===== src/rtl/core/mfa_pkg.sv =====
// ----------------------------------------------------------------------------
// Mixed fraction ALU package
// Shared types, codes and constants for the mixed fraction ALU.
// ----------------------------------------------------------------------------
package mfa_pkg;

	localparam int WORD_BITS_DEF = 32;

	typedef enum logic [2:0] {
		FN_ADD = 3'd0,
		FN_SUB = 3'd1,
		FN_GT  = 3'd2,
		FN_GE  = 3'd3,
		FN_EQ  = 3'd4,
		FN_RED = 3'd5
	} func_t;

	typedef enum logic [1:0] {
		ST_OK       = 2'd0,
		ST_INVALID  = 2'd1,
		ST_OVERFLOW = 2'd2,
		ST_NEGATIVE = 2'd3
	} status_t;

	// Sequencer steps.
	typedef enum logic [3:0] {
		S_IDLE,
		S_CHECK,
		S_GCD,
		S_DIV1,
		S_DIV2,
		S_MUL1,
		S_MUL2,
		S_MUL3,
		S_FINISH,
		S_DONE
	} state_t;

	// Commands to the shared divider.
	typedef struct packed {
		logic start;
	} div_ctl_t;

endpackage


===== src/rtl/core/mfa_divider.sv =====
// ----------------------------------------------------------------------------
// Mixed fraction ALU divider
// Restoring divider, one quotient bit per cycle; gives quotient and remainder.
// ----------------------------------------------------------------------------
module mfa_divider #(
	parameter int WORD_BITS = mfa_pkg::WORD_BITS_DEF
) (
	input  logic                 clk,
	input  logic                 arst_n,
	input  mfa_pkg::div_ctl_t    ctl,
	input  logic [WORD_BITS-1:0] dividend,
	input  logic [WORD_BITS-1:0] divisor,
	output logic                 done,
	output logic [WORD_BITS-1:0] quotient,
	output logic [WORD_BITS-1:0] remainder
);
	import mfa_pkg::*;

	localparam int CW = $clog2(WORD_BITS + 1);

	logic [WORD_BITS-1:0] quo_q;
	logic [WORD_BITS-1:0] rem_q;
	logic [WORD_BITS-1:0] dvs_q;
	logic [CW-1:0]        cnt_q;
	logic                 run_q;
	logic [WORD_BITS:0]   trial;

	assign trial = {rem_q, quo_q[WORD_BITS-1]} - {1'b0, dvs_q};

	always_ff @(posedge clk or negedge arst_n) begin
		if (!arst_n) begin
			run_q <= 1'b0;
			cnt_q <= '0;
		end else if (ctl.start) begin
			run_q <= 1'b1;
			cnt_q <= CW'(WORD_BITS);
		end else if (run_q) begin
			cnt_q <= cnt_q - 1'b1;
			if (cnt_q == CW'(1)) begin
				run_q <= 1'b0;
			end
		end
	end

	always_ff @(posedge clk) begin
		if (ctl.start) begin
			quo_q <= dividend;
			rem_q <= '0;
			dvs_q <= divisor;
		end else if (run_q) begin
			if (!trial[WORD_BITS]) begin
				rem_q <= trial[WORD_BITS-1:0];
				quo_q <= {quo_q[WORD_BITS-2:0], 1'b1};
			end else begin
				rem_q <= {rem_q[WORD_BITS-2:0], quo_q[WORD_BITS-1]};
				quo_q <= {quo_q[WORD_BITS-2:0], 1'b0};
			end
		end
	end

	assign done      = run_q && (cnt_q == CW'(1)) ? 1'b0 : (!run_q && !ctl.start);
	assign quotient  = quo_q;
	assign remainder = rem_q;

endmodule


===== src/rtl/core/mixed_fraction_alu_top.sv =====
// ----------------------------------------------------------------------------
// Mixed fraction ALU
// Add, subtract, compare and reduce on non-negative mixed fractions.
// ----------------------------------------------------------------------------
// Sequence: one pass through the shared divider for each Euclid GCD step; the
// GCD takes up to about 1.44*WORD_BITS passes in the worst case, typically a
// handful, then two more divisions follow.
// Throughput: one transfer at a time; busy stays high until done pulses.
// Reset: arst_n clears the sequencer and done asynchronously.
// The receiver cannot stall: done marks the result for exactly one cycle.
module mixed_fraction_alu_top #(
	parameter int WORD_BITS = mfa_pkg::WORD_BITS_DEF
) (
	input  logic        clk,
	input  logic        arst_n,
	input  logic        start,
	output logic        busy,
	input  logic [2:0]  func,
	input  logic [31:0] left_integer,
	input  logic [31:0] left_numerator,
	input  logic [31:0] left_denominator,
	input  logic [31:0] right_integer,
	input  logic [31:0] right_numerator,
	input  logic [31:0] right_denominator,
	output logic        done,
	output logic [31:0] sum_integer,
	output logic [31:0] sum_numerator,
	output logic [31:0] sum_denominator,
	output logic        compare_true,
	output logic [1:0]  status
);
	import mfa_pkg::*;

	localparam int W = WORD_BITS;

	state_t state_q, state_d;

	// Operand registers, trimmed to the working word.
	logic [2:0]   fn_q;
	logic [W-1:0] li_q, ln_q, ld_q, ri_q, rn_q, rd_q;
	// Euclid working pair and results of the scaling step.
	logic [W-1:0] ga_q, gb_q;
	logic [W-1:0] q1_q, q2_q;
	logic [2*W-1:0] lnum_q, rnum_q, lcd_q;

	// Output registers.
	logic [31:0] oi_q, on_q, od_q;
	logic        cmp_q;
	logic [1:0]  st_q;
	logic        done_q;

	// Shared divider.
	div_ctl_t     dctl;
	logic [W-1:0] d_dividend, d_divisor, d_quo, d_rem;
	logic         d_done;

	mfa_divider #(.WORD_BITS(W)) u_div (
		.clk      (clk),
		.arst_n   (arst_n),
		.ctl      (dctl),
		.dividend (d_dividend),
		.divisor  (d_divisor),
		.done     (d_done),
		.quotient (d_quo),
		.remainder(d_rem)
	);

	// The divider is idle in the cycle after it finished; we launch a pass on
	// entry to a dividing step, and after each Euclid pass, by tracking whether a pass is pending.
	logic pend_q;

	logic is_red, bad_left, bad_right, bad;
	assign is_red    = fn_q == FN_RED;
	assign bad_left  = (ld_q == '0) || (ln_q >= ld_q);
	assign bad_right = (rd_q == '0) || (rn_q >= rd_q);
	assign bad       = (fn_q > FN_RED) || bad_left || (!is_red && bad_right);

	// The one shared multiplier, a W x W product registered at its use.
	logic [W-1:0]   m_a, m_b;
	logic [2*W-1:0] m_p;
	assign m_p = m_a * m_b;

	always_comb begin
		m_a = ln_q;
		m_b = q1_q;
		unique case (state_q)
			S_MUL2:  begin m_a = rn_q; m_b = q2_q; end
			S_MUL3:  begin m_a = q2_q; m_b = rd_q; end
			default: begin m_a = ln_q; m_b = q1_q; end
		endcase
	end

	// Divider operands follow the step.
	always_comb begin
		d_dividend = ga_q;
		d_divisor  = gb_q;
		unique case (state_q)
			S_DIV1:  begin
				d_dividend = is_red ? ln_q : rd_q;
				d_divisor  = ga_q;
			end
			S_DIV2:  begin
				d_dividend = ld_q;
				d_divisor  = ga_q;
			end
			default: begin d_dividend = ga_q; d_divisor = gb_q; end
		endcase
	end

	logic div_step;
	assign div_step = (state_q == S_GCD && gb_q != '0) || state_q == S_DIV1 ||
		state_q == S_DIV2;
	assign dctl.start = div_step && pend_q;

	// Next state.
	always_comb begin
		state_d = state_q;
		unique case (state_q)
			S_IDLE:   if (start) state_d = S_CHECK;
			S_CHECK:  state_d = bad ? S_DONE : S_GCD;
			S_GCD:    if (gb_q == '0) state_d = S_DIV1;
			S_DIV1:   if (!pend_q && d_done) state_d = S_DIV2;
			S_DIV2:   if (!pend_q && d_done) state_d = is_red ? S_DONE : S_MUL1;
			S_MUL1:   state_d = S_MUL2;
			S_MUL2:   state_d = S_MUL3;
			S_MUL3:   state_d = S_FINISH;
			S_FINISH: state_d = S_DONE;
			S_DONE:   state_d = S_IDLE;
			default:  state_d = S_IDLE;
		endcase
	end

	always_ff @(posedge clk or negedge arst_n) begin
		if (!arst_n) begin
			state_q <= S_IDLE;
			pend_q  <= 1'b0;
			done_q  <= 1'b0;
		end else begin
			state_q <= state_d;
			done_q  <= state_q == S_DONE;
			if (state_d != state_q && (state_d == S_GCD || state_d == S_DIV1 ||
				state_d == S_DIV2)) begin
				pend_q <= 1'b1;
			end else if (dctl.start) begin
				pend_q <= 1'b0;
			end else if (state_q == S_GCD && !pend_q && d_done) begin
				pend_q <= 1'b1;
			end
		end
	end

	// Datapath.
	logic [2*W:0] fsum, isum;
	logic         fcarry, lt, feq, fgt;
	assign fsum   = {1'b0, lnum_q} + {1'b0, rnum_q};
	assign fcarry = fsum >= {1'b0, lcd_q};
	assign isum   = (2*W+1)'(li_q) + (2*W+1)'(ri_q) + (2*W+1)'(fcarry);
	assign feq    = lnum_q == rnum_q;
	assign fgt    = lnum_q > rnum_q;
	assign lt     = (li_q < ri_q) || (li_q == ri_q && lnum_q < rnum_q);

	always_ff @(posedge clk) begin
		unique case (state_q)
			S_IDLE: begin
				if (start) begin
					fn_q <= func;
					li_q <= left_integer[W-1:0];
					ln_q <= left_numerator[W-1:0];
					ld_q <= left_denominator[W-1:0];
					ri_q <= right_integer[W-1:0];
					rn_q <= right_numerator[W-1:0];
					rd_q <= right_denominator[W-1:0];
				end
			end
			S_CHECK: begin
				ga_q  <= is_red ? ln_q : ld_q;
				gb_q  <= is_red ? ld_q : rd_q;
				oi_q  <= '0;
				on_q  <= '0;
				od_q  <= '0;
				cmp_q <= 1'b0;
				st_q  <= bad ? ST_INVALID : ST_OK;
			end
			S_GCD: begin
				if (!pend_q && d_done) begin
					ga_q <= gb_q;
					gb_q <= d_rem;
				end
			end
			S_DIV1: if (!pend_q && d_done) q1_q <= d_quo;
			S_DIV2: begin
				if (!pend_q && d_done) begin
					q2_q <= d_quo;
					if (is_red) begin
						oi_q <= 32'(li_q);
						on_q <= 32'(q1_q);
						od_q <= 32'(d_quo);
					end
				end
			end
			S_MUL1: lnum_q <= m_p;
			S_MUL2: rnum_q <= m_p;
			S_MUL3: lcd_q  <= m_p;
			S_FINISH: begin
				unique case (fn_q)
					FN_ADD: begin
						if (lcd_q[2*W-1:W] != '0 || isum[2*W:W] != '0) begin
							st_q <= ST_OVERFLOW;
						end else begin
							oi_q <= 32'(isum[W-1:0]);
							on_q <= 32'(fcarry ? fsum - {1'b0, lcd_q} : fsum);
							od_q <= 32'(lcd_q[W-1:0]);
						end
					end
					FN_SUB: begin
						if (lcd_q[2*W-1:W] != '0) begin
							st_q <= ST_OVERFLOW;
						end else if (lt) begin
							st_q <= ST_NEGATIVE;
						end else if (!(rnum_q > lnum_q)) begin
							oi_q <= 32'(li_q - ri_q);
							on_q <= 32'(lnum_q - rnum_q);
							od_q <= 32'(lcd_q[W-1:0]);
						end else begin
							oi_q <= 32'(li_q - ri_q - 1'b1);
							on_q <= 32'(lnum_q + lcd_q - rnum_q);
							od_q <= 32'(lcd_q[W-1:0]);
						end
					end
					FN_GT:   cmp_q <= (li_q != ri_q) ? (li_q > ri_q) : fgt;
					FN_GE:   cmp_q <= (li_q != ri_q) ? (li_q > ri_q) : (fgt || feq);
					default: cmp_q <= (li_q == ri_q) && feq;
				endcase
			end
			default: ;
		endcase
	end

	assign busy            = state_q != S_IDLE;
	assign done            = done_q;
	assign sum_integer     = oi_q;
	assign sum_numerator   = on_q;
	assign sum_denominator = od_q;
	assign compare_true    = cmp_q;
	assign status          = st_q;

	// A result transfer follows the last sequencer step.
	a_done_after: assert property (@(posedge clk) disable iff (!arst_n)
		done |-> $past(state_q) == S_DONE) else $error("done without final step");
	// Busy does not drop without a result; no transfer is accepted while one is in work.
	a_busy_hold: assert property (@(posedge clk) disable iff (!arst_n)
		busy |=> (busy || done)) else $error("busy dropped without result");
	// A flagged status carries no compare outcome.
	a_cmp_ok: assert property (@(posedge clk) disable iff (!arst_n)
		done && compare_true |-> status == ST_OK) else $error("compare on error");

endmodule


===== config.mk =====
export PLATFORM = sky130hd
export DESIGN_NAME = mixed_fraction_alu_top
export DESIGN_NICKNAME = d
export VERILOG_FILES = /design/src/rtl/core/mfa_pkg.sv /design/src/rtl/core/mfa_divider.sv /design/src/rtl/core/mixed_fraction_alu_top.sv
export SDC_FILE = /design/constraint.sdc
export NUM_CORES = 2
export LEC_CHECK = 0
export ABC_AREA = 1
export BUFFER_PORTS_ARGS = -buffer_cell sky130_fd_sc_hd__buf_2
export CORE_UTILIZATION = 50
export DETAILED_ROUTE_END_ITERATION = 6
export PLACE_DENSITY_LB_ADDON = 0.1
export SYNTH_ARGS = -nofsm -noshare
export SYNTH_HDL_FRONTEND = slang
export SYNTH_HIERARCHICAL = 1
export SYNTH_SLANG_ARGS = --single-unit

===== constraint.sdc =====
create_clock -name clk -period 14.9 [get_ports clk]
set_input_delay 2.98 -clock clk [delete_from_list [all_inputs] [get_ports clk]]
set_output_delay 2.98 -clock clk [all_outputs]
set_load 0.005 [all_outputs]

==> results.yml <==
clocking:
  postCtsSetupRepairBufs: 0
  worstSkewPairLatency_ps: 750
  path_clk_slew_ps: 60
  cts_sinks: 723
  cts_resized: 0
  cts_tree: "built"
  holdBufCountCts: 0
  clk_path_buf_depth: 3
  cts_made_buffers: 85
  h-tree-depth: 3
  cts_root_buffer: "clkbuf_16"
timing:
  hold_violations: 0
  maxSlewHeadroom_pct: 10.8
  skew_ps: 34.2
  fin_crit_ps: 11440
  setup_tns_ps: 0
  worstMarginPinSlew_ps: 1340
  rsz0062_at_grt: "false"
  setup_viol: 0
  fmax_ghz: 0.0874
  slew_viol_final: 0
  period_share_pct: 76.8
yosys:
  syn_inst: 10400
  synth_fp_nets: 12200
  ys_types: 70
  seq_area_frac_synth_pct: 25.3
  yosysTopAreaCell: "edfxtp_1"
  yosys_warnings: 6
  ys_ff_latch: 723
  synthArstFlopShare_pct: 1.80
  synth_top_area_share_pct: 24.2
  ys.flop_type: "edfxtp_1"
  yosysMostFrequentCell: "nand2_1"
  synth.avg_cell_area_um2: 8.11
  synth_enable_flop_cells: 678
  synth_common_cells: "2485 x nand2_1, 2218 x inv_1, 934 x fa_1"
  synthTopCellsByArea: "edfxtp_1 24%, fa_1 22%, nand2_1 11%"
  syn_area_um2: 84300
floorplanning:
  die_w_um: 413
  rows: 150
  ios: 299
  die_h_um: 413
  core_area_um2: 167000
  die-area_um2: 170000
  start_util_pct: 50.4
detailed_routing:
  wl_met1_um: 134000
  vias_per_cell: 5.74
  drc: 0
  wl_per_cell_um: 25.3
  ant_nets: 0
  highest_layer: "met5"
  first_pass_iters: 6
  drt_wl_total_um: 325000
  wl_met3_um: 35800
  wl_met2_um: 138000
  vias: 73600
  drt_iter0_drc: 8029
grt:
  grt_pass1_vias: 72300
  grt_pass1_wl_um: 473000
  grt_usage_pct: 38.0
  overflow: 0
  grt_antenna_before_repair: 8
  grt_max_degree: 128
critical_path:
  crit_slowest_cell: "o221ai_1"
  r2r_start: "state_q[2]"
  critPathMaxFanout: 43
  cp.depth: 40
  required_ps: 15420
  crit_path_end_kind: "flop"
  worstRegToRegCells: 40
  crit_path_start_kind: "flop"
  crit_path_start: "state_q[2]"
  worst-path-buf-inv: 15
  critPathKind: "flop to flop"
  cp.arrival_ps: 11960
  slowest_delay_ps: 1010
  crit_family: "adder cells"
min_path:
  hp-start: "u_div/remainder[7]"
  hold_depth: 2
  hold_path.class: "flop to flop"
run_status:
  outcome: "completed"
cells_and_area:
  syn2layout_area_growth_pct: 7.76
  nets: 12400
  drive_gt1_share_pct: 6.85
  largestRegisters: "lcd_q (64), lnum_q (64), rnum_q (64)"
placement:
  portBuffers: 298
  gp_congestion: 1.03
  dp.final_hpwl_um: 264000
flow_run:
  maxCapViolations: 0
worst reg2reg max path, delay by kind of cell, from the launching register on:
kind / cells / cell delay, ps
flops: 1 / 390
buf+inv: 15 / 2230
xor+xnor: 1 / 290
fa+ha+maj: 9 / 4290
simple gates: 11 / 2040
compound gates: 4 / 1990
final timing paths:
kind                                       to  slack, ps
setup / recovery                   lnum_q[59]       3460
hold / removal             u_div/remainder[7]        490
setup reg to reg                   lnum_q[59]       3460
hold reg to reg            u_div/remainder[7]        490
max in group asynchronous      u_div/cnt_q[3]      12490
min in group asynchronous                done       2140
cells in the final DEF (no fill, tap or decap), types with 266 or more instances in the layout:
master	n
ha_1	680
nand3_1	266
inv_1	2214
buf_2	298
a21oi_1	527
nor2_1	812
edfxtp_1	678
fa_1	934
nand2_1	2484
o21ai_0	377
kinds of logic (layout without fill, tap and decap cells):
group | count (synthesis) | count (layout) | synth area share (%)
compound gates | 1336 | 1336 | 9.37
xor+xnor | 217 | 217 | 2.28
fa+ha+maj | 1614 | 1614 | 32.3
buf+inv | 2600 | 2827 | 12.0
flops | 723 | 723 | 25.3
other cells | 0 | 1 | 0
simple gates | 3906 | 3906 | 18.8
area by class of cell:
type,count,area (µm²)
Inverter,2274,8540
Tap cell,2204,2760
Timing Repair Buffer,395,2230
Antenna cell,1,2.50
Fill cell,15900,76400
Sequential cell,723,21300
Clock buffer,100,2240
Clock inverter,58,724
Multi-Input combinational cell,7073,53000
through the flow:
| step | util [%] | hold slack (ps) | cells | cell area [µm²] | setup slack [ps] |
|---|---|---|---|---|---|
| 2_1_floorplan | - | 454 | 10400 | 84300 | 2670 |
| 3_3_place_gp | 52.5 | 482 | 12700 | 87900 | 3770 |
| 3_5_place_dp | 52.5 | 481 | 12700 | 87900 | 3700 |
| 4_1_cts | 54.3 | 491 | 12800 | 90800 | 3630 |
| 5_1_grt | 54.3 | 513 | 12800 | 90800 | 2960 |
| 6_report | 54.3 | 491 | 12800 | 90800 | 3460 |
routing by layer:
layer / vias to the layer above / GRT usage [%]
met5: - / 0
met4: 6 / 17.7
met2: 3990 / 56.4
met3: 729 / 8.99
li1: 32800 / -
met1: 36100 / 52.4
Power is left out: the tool's default activity adds up to more than one toggle a clock period on the data nets, which glitch-free logic cannot reach.
